**src/rtl/mbet_pkg.sv**
```systemverilog
// Shared types, constants and helpers for the escape-time pixel evaluator.
package mbet_pkg;

  localparam int MAX_ROUNDS = 256;
  localparam int RND_W      = $clog2(MAX_ROUNDS + 1);
  localparam int Q_W        = 32;
  localparam int Q_FRAC     = 28;
  localparam int OPND_W     = Q_W + 1;
  localparam int PROD_W     = 64;
  localparam int CSUM_W     = 44;
  localparam int NRE_W      = 36;
  localparam int NIM_W      = 38;
  localparam int CFG_IDX_W  = 2;
  localparam int ITER_W     = 8;

  localparam logic [PROD_W-1:0] ESC_BOUND = 64'd4 << (2 * Q_FRAC);

  localparam logic signed [Q_W-1:0] ORIGIN_RE_RST = 32'shE000_0000;
  localparam logic signed [Q_W-1:0] ORIGIN_IM_RST = 32'shE800_0000;
  localparam logic signed [Q_W-1:0] STEP_RE_RST   = 32'sh000C_0000;
  localparam logic signed [Q_W-1:0] STEP_IM_RST   = 32'sh000C_0000;

  typedef enum logic [CFG_IDX_W-1:0] {
    CFG_ORIGIN_RE = 2'd0,
    CFG_ORIGIN_IM = 2'd1,
    CFG_STEP_RE   = 2'd2,
    CFG_STEP_IM   = 2'd3
  } cfg_idx_e;

  typedef enum logic [2:0] {
    ST_IDLE,
    ST_CRE,
    ST_CIM,
    ST_CFIN,
    ST_XY,
    ST_RR,
    ST_II
  } state_t;

  typedef struct packed {
    logic signed [Q_W-1:0] origin_real;
    logic signed [Q_W-1:0] origin_imag;
    logic signed [Q_W-1:0] step_real;
    logic signed [Q_W-1:0] step_imag;
  } cfg_t;

  typedef struct packed {
    logic [9:0] pixel_col;
    logic [9:0] pixel_row;
  } pix_in_t;

  typedef struct packed {
    logic [9:0]        out_col;
    logic [9:0]        out_row;
    logic              escaped;
    logic [ITER_W-1:0] iter_count;
  } pix_out_t;

  // Clamp origin + index*step to the Q4.28 range.
  function automatic logic signed [Q_W-1:0] sat_q(input logic signed [CSUM_W-1:0] v);
    logic [CSUM_W-Q_W:0] top;
    top = v[CSUM_W-1:Q_W-1];
    if ((&top) || !(|top)) return v[Q_W-1:0];
    else if (v[CSUM_W-1])  return {1'b1, {(Q_W-1){1'b0}}};
    else                   return {1'b0, {(Q_W-1){1'b1}}};
  endfunction

  function automatic logic [ITER_W-1:0] sat_iter(input logic [RND_W-1:0] r);
    if (int'(r) > 255) return {ITER_W{1'b1}};
    else               return ITER_W'(r);
  endfunction

endpackage

```
**src/rtl/mbet_cfg.sv**
```systemverilog
// Configuration register bank: image origin and per-pixel steps.
module mbet_cfg (
  input  logic                              clk,
  input  logic                              rst,
  input  logic                              cfg_valid,
  output logic                              cfg_ready,
  input  logic [mbet_pkg::CFG_IDX_W-1:0]    cfg_index,
  input  logic [mbet_pkg::Q_W-1:0]          cfg_data,
  output mbet_pkg::cfg_t                    regs
);

  assign cfg_ready = 1'b1;

  always_ff @(posedge clk) begin
    if (rst) begin
      regs.origin_real <= mbet_pkg::ORIGIN_RE_RST;
      regs.origin_imag <= mbet_pkg::ORIGIN_IM_RST;
      regs.step_real   <= mbet_pkg::STEP_RE_RST;
      regs.step_imag   <= mbet_pkg::STEP_IM_RST;
    end else if (cfg_valid) begin
      unique case (mbet_pkg::cfg_idx_e'(cfg_index))
        mbet_pkg::CFG_ORIGIN_RE: regs.origin_real <= cfg_data;
        mbet_pkg::CFG_ORIGIN_IM: regs.origin_imag <= cfg_data;
        mbet_pkg::CFG_STEP_RE:   regs.step_real   <= cfg_data;
        mbet_pkg::CFG_STEP_IM:   regs.step_imag   <= cfg_data;
      endcase
    end
  end

endmodule

```
**src/rtl/mbet_mul.sv**
```systemverilog
// Shared signed multiplier with a registered product.
module mbet_mul (
  input  logic                                clk,
  input  logic signed [mbet_pkg::OPND_W-1:0]  a,
  input  logic signed [mbet_pkg::OPND_W-1:0]  b,
  output logic signed [mbet_pkg::PROD_W-1:0]  prod
);

  logic signed [2*mbet_pkg::OPND_W-1:0] full;

  assign full = a * b;

  // Operands stay within 32 bits of magnitude, so the low 64 bits are exact.
  always_ff @(posedge clk) begin
    prod <= full[mbet_pkg::PROD_W-1:0];
  end

endmodule

```
**src/rtl/mandelbrot_escape_time_pixel.sv**
```systemverilog
// Escape-time evaluator for one pixel, built around one shared multiplier.
// Each round takes three multiplies; at most MAX_ROUNDS rounds are evaluated per pixel,
// and a round whose new point overflows the Q4.28 range ends the pixel early.
// A new pixel is taken only once the last one is done; busy drops in the cycle done pulses.
// Reset: rst clears the sequencer and done, and loads the default view.
module mandelbrot_escape_time_pixel (
  input  logic                              clk,
  input  logic                              rst,
  input  logic                              start,
  output logic                              busy,
  input  mbet_pkg::pix_in_t                 req,
  output logic                              done,
  output mbet_pkg::pix_out_t                rsp,
  input  logic                              cfg_valid,
  output logic                              cfg_ready,
  input  logic [mbet_pkg::CFG_IDX_W-1:0]    cfg_index,
  input  logic [mbet_pkg::Q_W-1:0]          cfg_data
);

  localparam int QW = mbet_pkg::Q_W;
  localparam int QF = mbet_pkg::Q_FRAC;
  localparam int OW = mbet_pkg::OPND_W;
  localparam int CW = mbet_pkg::CSUM_W;
  localparam int RW = mbet_pkg::NRE_W;
  localparam int IW = mbet_pkg::NIM_W;

  mbet_pkg::cfg_t    regs;
  mbet_pkg::state_t  state, state_next;
  mbet_pkg::pix_in_t pix;

  logic signed [OW-1:0]                    mul_a, mul_b;
  logic signed [mbet_pkg::PROD_W-1:0]      prod;
  logic signed [QW-1:0]                    cre, cim, re, im;
  logic [mbet_pkg::PROD_W-1:0]             sq_re;
  logic signed [RW-1:0]                    nre_w;
  logic signed [IW-1:0]                    nim_w;
  logic [mbet_pkg::RND_W-1:0]              rnd;
  logic                                    first;
  logic                                    fin, fin_esc;

  logic [mbet_pkg::PROD_W-1:0]             sq_im_src;
  logic [mbet_pkg::PROD_W-1:0]             mag;
  logic                                    esc_mag, last_rnd, ovf;
  logic signed [RW-1:0]                    nre_calc;
  logic signed [IW-1:0]                    nim_calc;
  logic signed [CW-1:0]                    csum_re, csum_im;

  mbet_cfg u_cfg (
    .clk       (clk),
    .rst       (rst),
    .cfg_valid (cfg_valid),
    .cfg_ready (cfg_ready),
    .cfg_index (cfg_index),
    .cfg_data  (cfg_data),
    .regs      (regs)
  );

  mbet_mul u_mul (
    .clk  (clk),
    .a    (mul_a),
    .b    (mul_b),
    .prod (prod)
  );

  // Squares are non-negative and at most 2^62, so their sum cannot wrap.
  assign sq_im_src = first ? '0 : prod;
  assign mag       = sq_re + prod;
  assign esc_mag   = !first && (mag > mbet_pkg::ESC_BOUND);
  assign last_rnd  = rnd == mbet_pkg::RND_W'(mbet_pkg::MAX_ROUNDS - 1);
  assign ovf       = !((&nre_w[RW-1:QW-1]) || !(|nre_w[RW-1:QW-1])) ||
                     !((&nim_w[IW-1:QW-1]) || !(|nim_w[IW-1:QW-1]));

  assign nre_calc = $signed({1'b0, sq_re[62:QF]}) - $signed({1'b0, sq_im_src[62:QF]}) +
                    RW'(cre);
  assign nim_calc = $signed(prod[63:QF-1]) + IW'(cim);
  assign csum_re  = CW'(regs.origin_real) + $signed(prod[CW-1:0]);
  assign csum_im  = CW'(regs.origin_imag) + $signed(prod[CW-1:0]);

  always_ff @(posedge clk) begin
    if (rst) state <= mbet_pkg::ST_IDLE;
    else     state <= state_next;
  end

  always_comb begin
    state_next = state;
    mul_a      = '0;
    mul_b      = '0;
    fin        = 1'b0;
    fin_esc    = 1'b0;
    busy       = state != mbet_pkg::ST_IDLE;
    unique case (state)
      mbet_pkg::ST_IDLE: begin
        if (start) state_next = mbet_pkg::ST_CRE;
      end
      mbet_pkg::ST_CRE: begin
        mul_a      = OW'(pix.pixel_col);
        mul_b      = OW'(regs.step_real);
        state_next = mbet_pkg::ST_CIM;
      end
      mbet_pkg::ST_CIM: begin
        mul_a      = OW'(pix.pixel_row);
        mul_b      = OW'(regs.step_imag);
        state_next = mbet_pkg::ST_CFIN;
      end
      mbet_pkg::ST_CFIN: begin
        state_next = mbet_pkg::ST_XY;
      end
      mbet_pkg::ST_XY: begin
        // Close out the previous round's magnitude test, then open the next one.
        mul_a = OW'(re);
        mul_b = OW'(im);
        if (!first && (esc_mag || last_rnd)) begin
          fin        = 1'b1;
          fin_esc    = esc_mag;
          state_next = mbet_pkg::ST_IDLE;
        end else begin
          state_next = mbet_pkg::ST_RR;
        end
      end
      mbet_pkg::ST_RR: begin
        mul_a      = OW'($signed(nre_w[QW-1:0]));
        mul_b      = OW'($signed(nre_w[QW-1:0]));
        state_next = mbet_pkg::ST_II;
      end
      mbet_pkg::ST_II: begin
        mul_a = OW'($signed(nim_w[QW-1:0]));
        mul_b = OW'($signed(nim_w[QW-1:0]));
        if (ovf) begin
          fin        = 1'b1;
          fin_esc    = 1'b1;
          state_next = mbet_pkg::ST_IDLE;
        end else begin
          state_next = mbet_pkg::ST_XY;
        end
      end
      default: state_next = mbet_pkg::ST_IDLE;
    endcase
  end

  always_ff @(posedge clk) begin
    case (state)
      mbet_pkg::ST_IDLE: begin
        if (start) pix <= req;
      end
      mbet_pkg::ST_CIM: begin
        cre <= mbet_pkg::sat_q(csum_re);
      end
      mbet_pkg::ST_CFIN: begin
        cim   <= mbet_pkg::sat_q(csum_im);
        re    <= '0;
        im    <= '0;
        sq_re <= '0;
        rnd   <= '0;
        first <= 1'b1;
      end
      mbet_pkg::ST_XY: begin
        if (!first) rnd <= rnd + 1'b1;
        first <= 1'b0;
        nre_w <= nre_calc;
      end
      mbet_pkg::ST_RR: begin
        nim_w <= nim_calc;
      end
      mbet_pkg::ST_II: begin
        re    <= nre_w[QW-1:0];
        im    <= nim_w[QW-1:0];
        sq_re <= prod;
      end
      default: ;
    endcase
  end

  // Result register: one strobe per pixel, the receiver takes it as it goes by.
  always_ff @(posedge clk) begin
    if (rst) done <= 1'b0;
    else     done <= fin;
  end

  always_ff @(posedge clk) begin
    if (fin) begin
      rsp.out_col    <= pix.pixel_col;
      rsp.out_row    <= pix.pixel_row;
      rsp.escaped    <= fin_esc;
      rsp.iter_count <= fin_esc ? mbet_pkg::sat_iter(rnd) : '0;
    end
  end

endmodule
```
**config.mk**
```make
export PLATFORM = sky130hd
export DESIGN_NAME = mandelbrot_escape_time_pixel
export DESIGN_NICKNAME = d
export VERILOG_FILES = /design/src/rtl/mbet_pkg.sv /design/src/rtl/mbet_cfg.sv /design/src/rtl/mbet_mul.sv /design/src/rtl/mandelbrot_escape_time_pixel.sv
export SDC_FILE = /design/constraint.sdc
export NUM_CORES = 2
export LEC_CHECK = 0
export ABC_AREA = 1
export BUFFER_PORTS_ARGS = -buffer_cell sky130_fd_sc_hd__buf_2
export CELL_PAD_IN_SITES_DETAIL_PLACEMENT = 1
export CELL_PAD_IN_SITES_GLOBAL_PLACEMENT = 2
export CORE_ASPECT_RATIO = 1.25
export CORE_MARGIN = 3
export CORE_UTILIZATION = 25
export CTS_CLUSTER_DIAMETER = 150
export CTS_CLUSTER_SIZE = 30
export DETAILED_ROUTE_END_ITERATION = 16
export GPL_TIMING_DRIVEN = 0
export PLACE_DENSITY_LB_ADDON = 0.1
export SETUP_SLACK_MARGIN = 0.3
export SKIP_CTS_REPAIR_TIMING = 1
export SYNTH_ARGS = -nofsm -noshare
export SYNTH_HDL_FRONTEND = slang
export SYNTH_SLANG_ARGS = --single-unit
```
**constraint.sdc**
```tcl
create_clock -name clk -period 12.6 [get_ports clk]
set_clock_uncertainty 0.2 [all_clocks]
set_input_delay 0.63 -clock clk [delete_from_list [all_inputs] [get_ports clk]]
set_output_delay 0.63 -clock clk [all_outputs]
set_load 0.01 [all_outputs]
```
==> results.md <==
* Result of the run: complete, no violations
* Grt ovf at 0
* Combinational power share at 0.547
* DRC Markers at 0
* Maximum buffer depth of the clock tree at 3
* Effective utilization at floorplan at 0.252
* Share of power burned in registers at 0.324
* Leading area contributor after synthesis: fa_1
* Antenna violations before repair at 10
* Relative slew slack at 0.0407
* GPL Wtd Cong at 0.914
* Pre-Repair DR Iteration Count at 7
* Sink Count at 521
* Vias per inst at 4.65
* Fmax at 82.7 MHz
* Seq/Total Area, Yosys at 0.190
* CP max-delay cell: clkinv_1
* RR Endpoint: u_mul.prod[61]
* Antenna Nets Post-Route at 0
* Crit share post-route at 0.960
* Fillers at 34300
* CTS tree: built
* Skew-Pair Late Insertion Delay at 0.66 ns
* Worst Setup EP: u_mul.prod[61]
* Clk pwr share at 0.129
* Synth area leaders: fa_1 (32%), edfxtp_1 (14%), inv_1 (10%)
* Post-synthesis cell type count at 63
* Mean post-synth cell area at 7.95 sq um
* Max_cap viols at 0
* Final Max Slew Viols at 0
* Synthesis-to-finish area growth at 9.27%
* FF-to-FF path depth at 32
* GRT Total Usage at 0.249
* DIE HEIGHT at 605 um
* Reg area at 13700 sq um
* Mapped Nets at 10700
* Commonest non-fill, non-tap cells in the layout: inv_1 (1978), nand2_1 (1852), nor2_1 (1278), fa_1 (1143), ha_1 (436)
* Switching Fraction at 0.518
* Data required time of the worst path at 12.98 ns
* Sw Pwr at 3.91 mW
* Fin crit period at 12.09 ns
* HPWL Detailed at 323 mm
* 1st-iter DRT viols at 3127
* Worst setup margin at 0.509 ns
* Worst-path clk slew at 0.13 ns
* Post-Syn Instances at 9038
* Pre-CTS WS at -0.233 ns
* Finish-stage setup viols at 0
* Fin. Hold Viols at 0
* Min-delay worst type: primary input to flip-flop
* Worst-Margin Slew at 1.43 ns
* Critical path's largest stage delay at 0.93 ns
* Asr flop ratio synth at 0
* CP startpoint kind: flip-flop
* Multi-input combinational cell area at 49800 sq um
* Largest net degree at the start of global routing at 50
* Mapped Area at 71900 sq um
* Crit Path Category: flip-flop to flip-flop
* Peak supply drop at 96.6 uV
* WL per Instance at 28.2 um
* Power Density at 96.3 nW/um^2
* Total wire length at 366 mm
* RSZ-0062 raised after global routing: yes
* Syn. warnings at 0
* First-pass GRT wire length at 517 mm
* CP max FO at 10
* Post-synth EDFFs at 325
* Layout cells sized above 1 at 0.0295
* Crit end category: flip-flop
* Clock root buffer: clkbuf_16
* Site Rows at 219
* Ys flop type: edfxtp_1
* Critical Path AT at 12.47 ns
* Register bit total from synthesis at 521
* Worst R2R Setup Slack at 0.51 ns
* Int Pwr at 3.65 mW
* Reg-to-reg startpoint: state[0]
* Leak Pwr at 38.1 nW
* Most common cell after layout, fill and taps aside: inv_1
* Port-buffer cells at 88
* Via count at 60400
* Top Ports at 90
* Core ar. at 285000 sq um
* Number of global-route vias before repair at 67500
* Worst path most repeated cell: fa_1
* H-tree depth at 1
* Area fraction of the dominant cell type after synthesis at 0.319
* Final #Nets at 10800
* Die area at 294000 sq um
* TritonCTS buffer count at 22
* Power Total at 7.56 mW
* Critical Path Source: state[0]
* Die W at 486 um
-- final cells by class --
class,instances,share of cell area
multi-input combinational,6255,0.634
sequential,521,0.174
inverter,2014,0.0965
tap,3757,0.0599
buffer,248,0.0133
timing repair buffer,130,0.0132
clock buffer,36,0.00768
clock inverter,4,0.00113
antenna,4,0.000127
-- through the flow --
step | utilization | area, sq um | instances | hold slack, ns | TNS (ns)
2_1_floorplan | - | 71900 | 9038 | 0.225 | 0
3_3_place_gp | 0.270 | 77000 | 12900 | 0.240 | -57.00
3_5_place_dp | 0.272 | 77500 | 12900 | 0.240 | -0.541
4_1_cts | 0.274 | 78200 | 12900 | -0.121 | -1.07
5_1_grt | 0.275 | 78500 | 13000 | 0.0461 | 0
6_report | 0.275 | 78500 | 13000 | 0.0885 | 0
-- synthesized netlist by cell type, types with 4 or more instances --
library cell and instances:
a211oi_1 5, a21boi_0 7, a21o_1 18, a21oi_1 384, a21oi_2 9, a221oi_1 11, a31o_2 5, a31oi_1 50
and2_1 8, and3_1 12, buf_1 14, buf_2 12, buf_4 4, buf_6 9, clkbuf_1 209, clkinv_1 21
dfxtp_1 196, edfxtp_1 325, fa_1 1144, ha_1 436, inv_1 1978, inv_2 15, nand2_1 1854, nand2_2 6
nand3_1 183, nand3_2 4, nand3b_1 7, nand4_1 52, nor2_1 1296, nor2_2 4, nor3_1 50, nor4_1 21
o2111ai_1 5, o211ai_1 8, o21a_1 20, o21ai_0 281, o21ai_1 7, o21bai_1 29, o221ai_1 17, o22ai_1 37
o31ai_1 5, xnor2_1 99, xor2_1 153
-- kinds of logic (layout without fill, tap and decap cells) --
family,Yosys count,in the layout,share of synthesized area
compound gates,911,911,0.0715
xor+xnor,253,253,0.0309
fa+ha+maj,1580,1580,0.395
buf+inv,2262,2432,0.120
flops,521,521,0.190
other cells,1,5,0.0000522
simple gates,3510,3510,0.193
-- power groups by stage --
stage / Combinational [mW] / Clock, mW / Sequential [mW]
after floorplan: 2.46 / 0 / 2.19
after global placement: 4.12 / 0 / 2.50
after detailed placement: 4.15 / 0 / 2.49
after CTS: 4.19 / 1.02 / 2.46
after global routing: 4.55 / 1.07 / 2.44
final: 4.14 / 0.975 / 2.45
-- layer usage --
metal  global-route usage  up-vias  part of all wire
li1                     -    27600                 -
met1                0.294    31400              0.40
met2                0.474      959              0.53
met3               0.0103      369             0.020
met4               0.0926        0             0.047
met5                    0        -                 0
-- state kept, by name, indices dropped and copies added (netlist names) --
signal / count
cre: 32
sq_re: 64
cim: 32
state: 3
done: 1
nim_w: 38
re: 32
u_cfg.regs: 128
rsp: 29
im: 32
pix: 20
u_mul.prod: 64
rnd: 9
nre_w: 36
first: 1
-- worst max-delay path: cells and delay by family, from the launching register on --
kind / cells / cell delay [ns]
flops: 1 / 0.45
xor+xnor: 1 / 0.23
fa+ha+maj: 9 / 4.25
simple gates: 8 / 1.79
compound gates: 5 / 2.03
buf+inv: 9 / 2.99
-- worst min path at each step --
stage | start | end | slack, ns | cells past startpoint
final | rst | state[2] | 0.09 | 2
after global routing | rst | state[2] | 0.05 | 2
after CTS | req[9] | pix[9] | -0.12 | 1
after detailed placement | pix[6] | rsp[15] | 0.24 | 0
after global placement | pix[6] | rsp[15] | 0.24 | 0
after floorplan | u_cfg.regs[14] | u_cfg.regs[14] | 0.22 | 2
(Power assumes the default switching activity.)
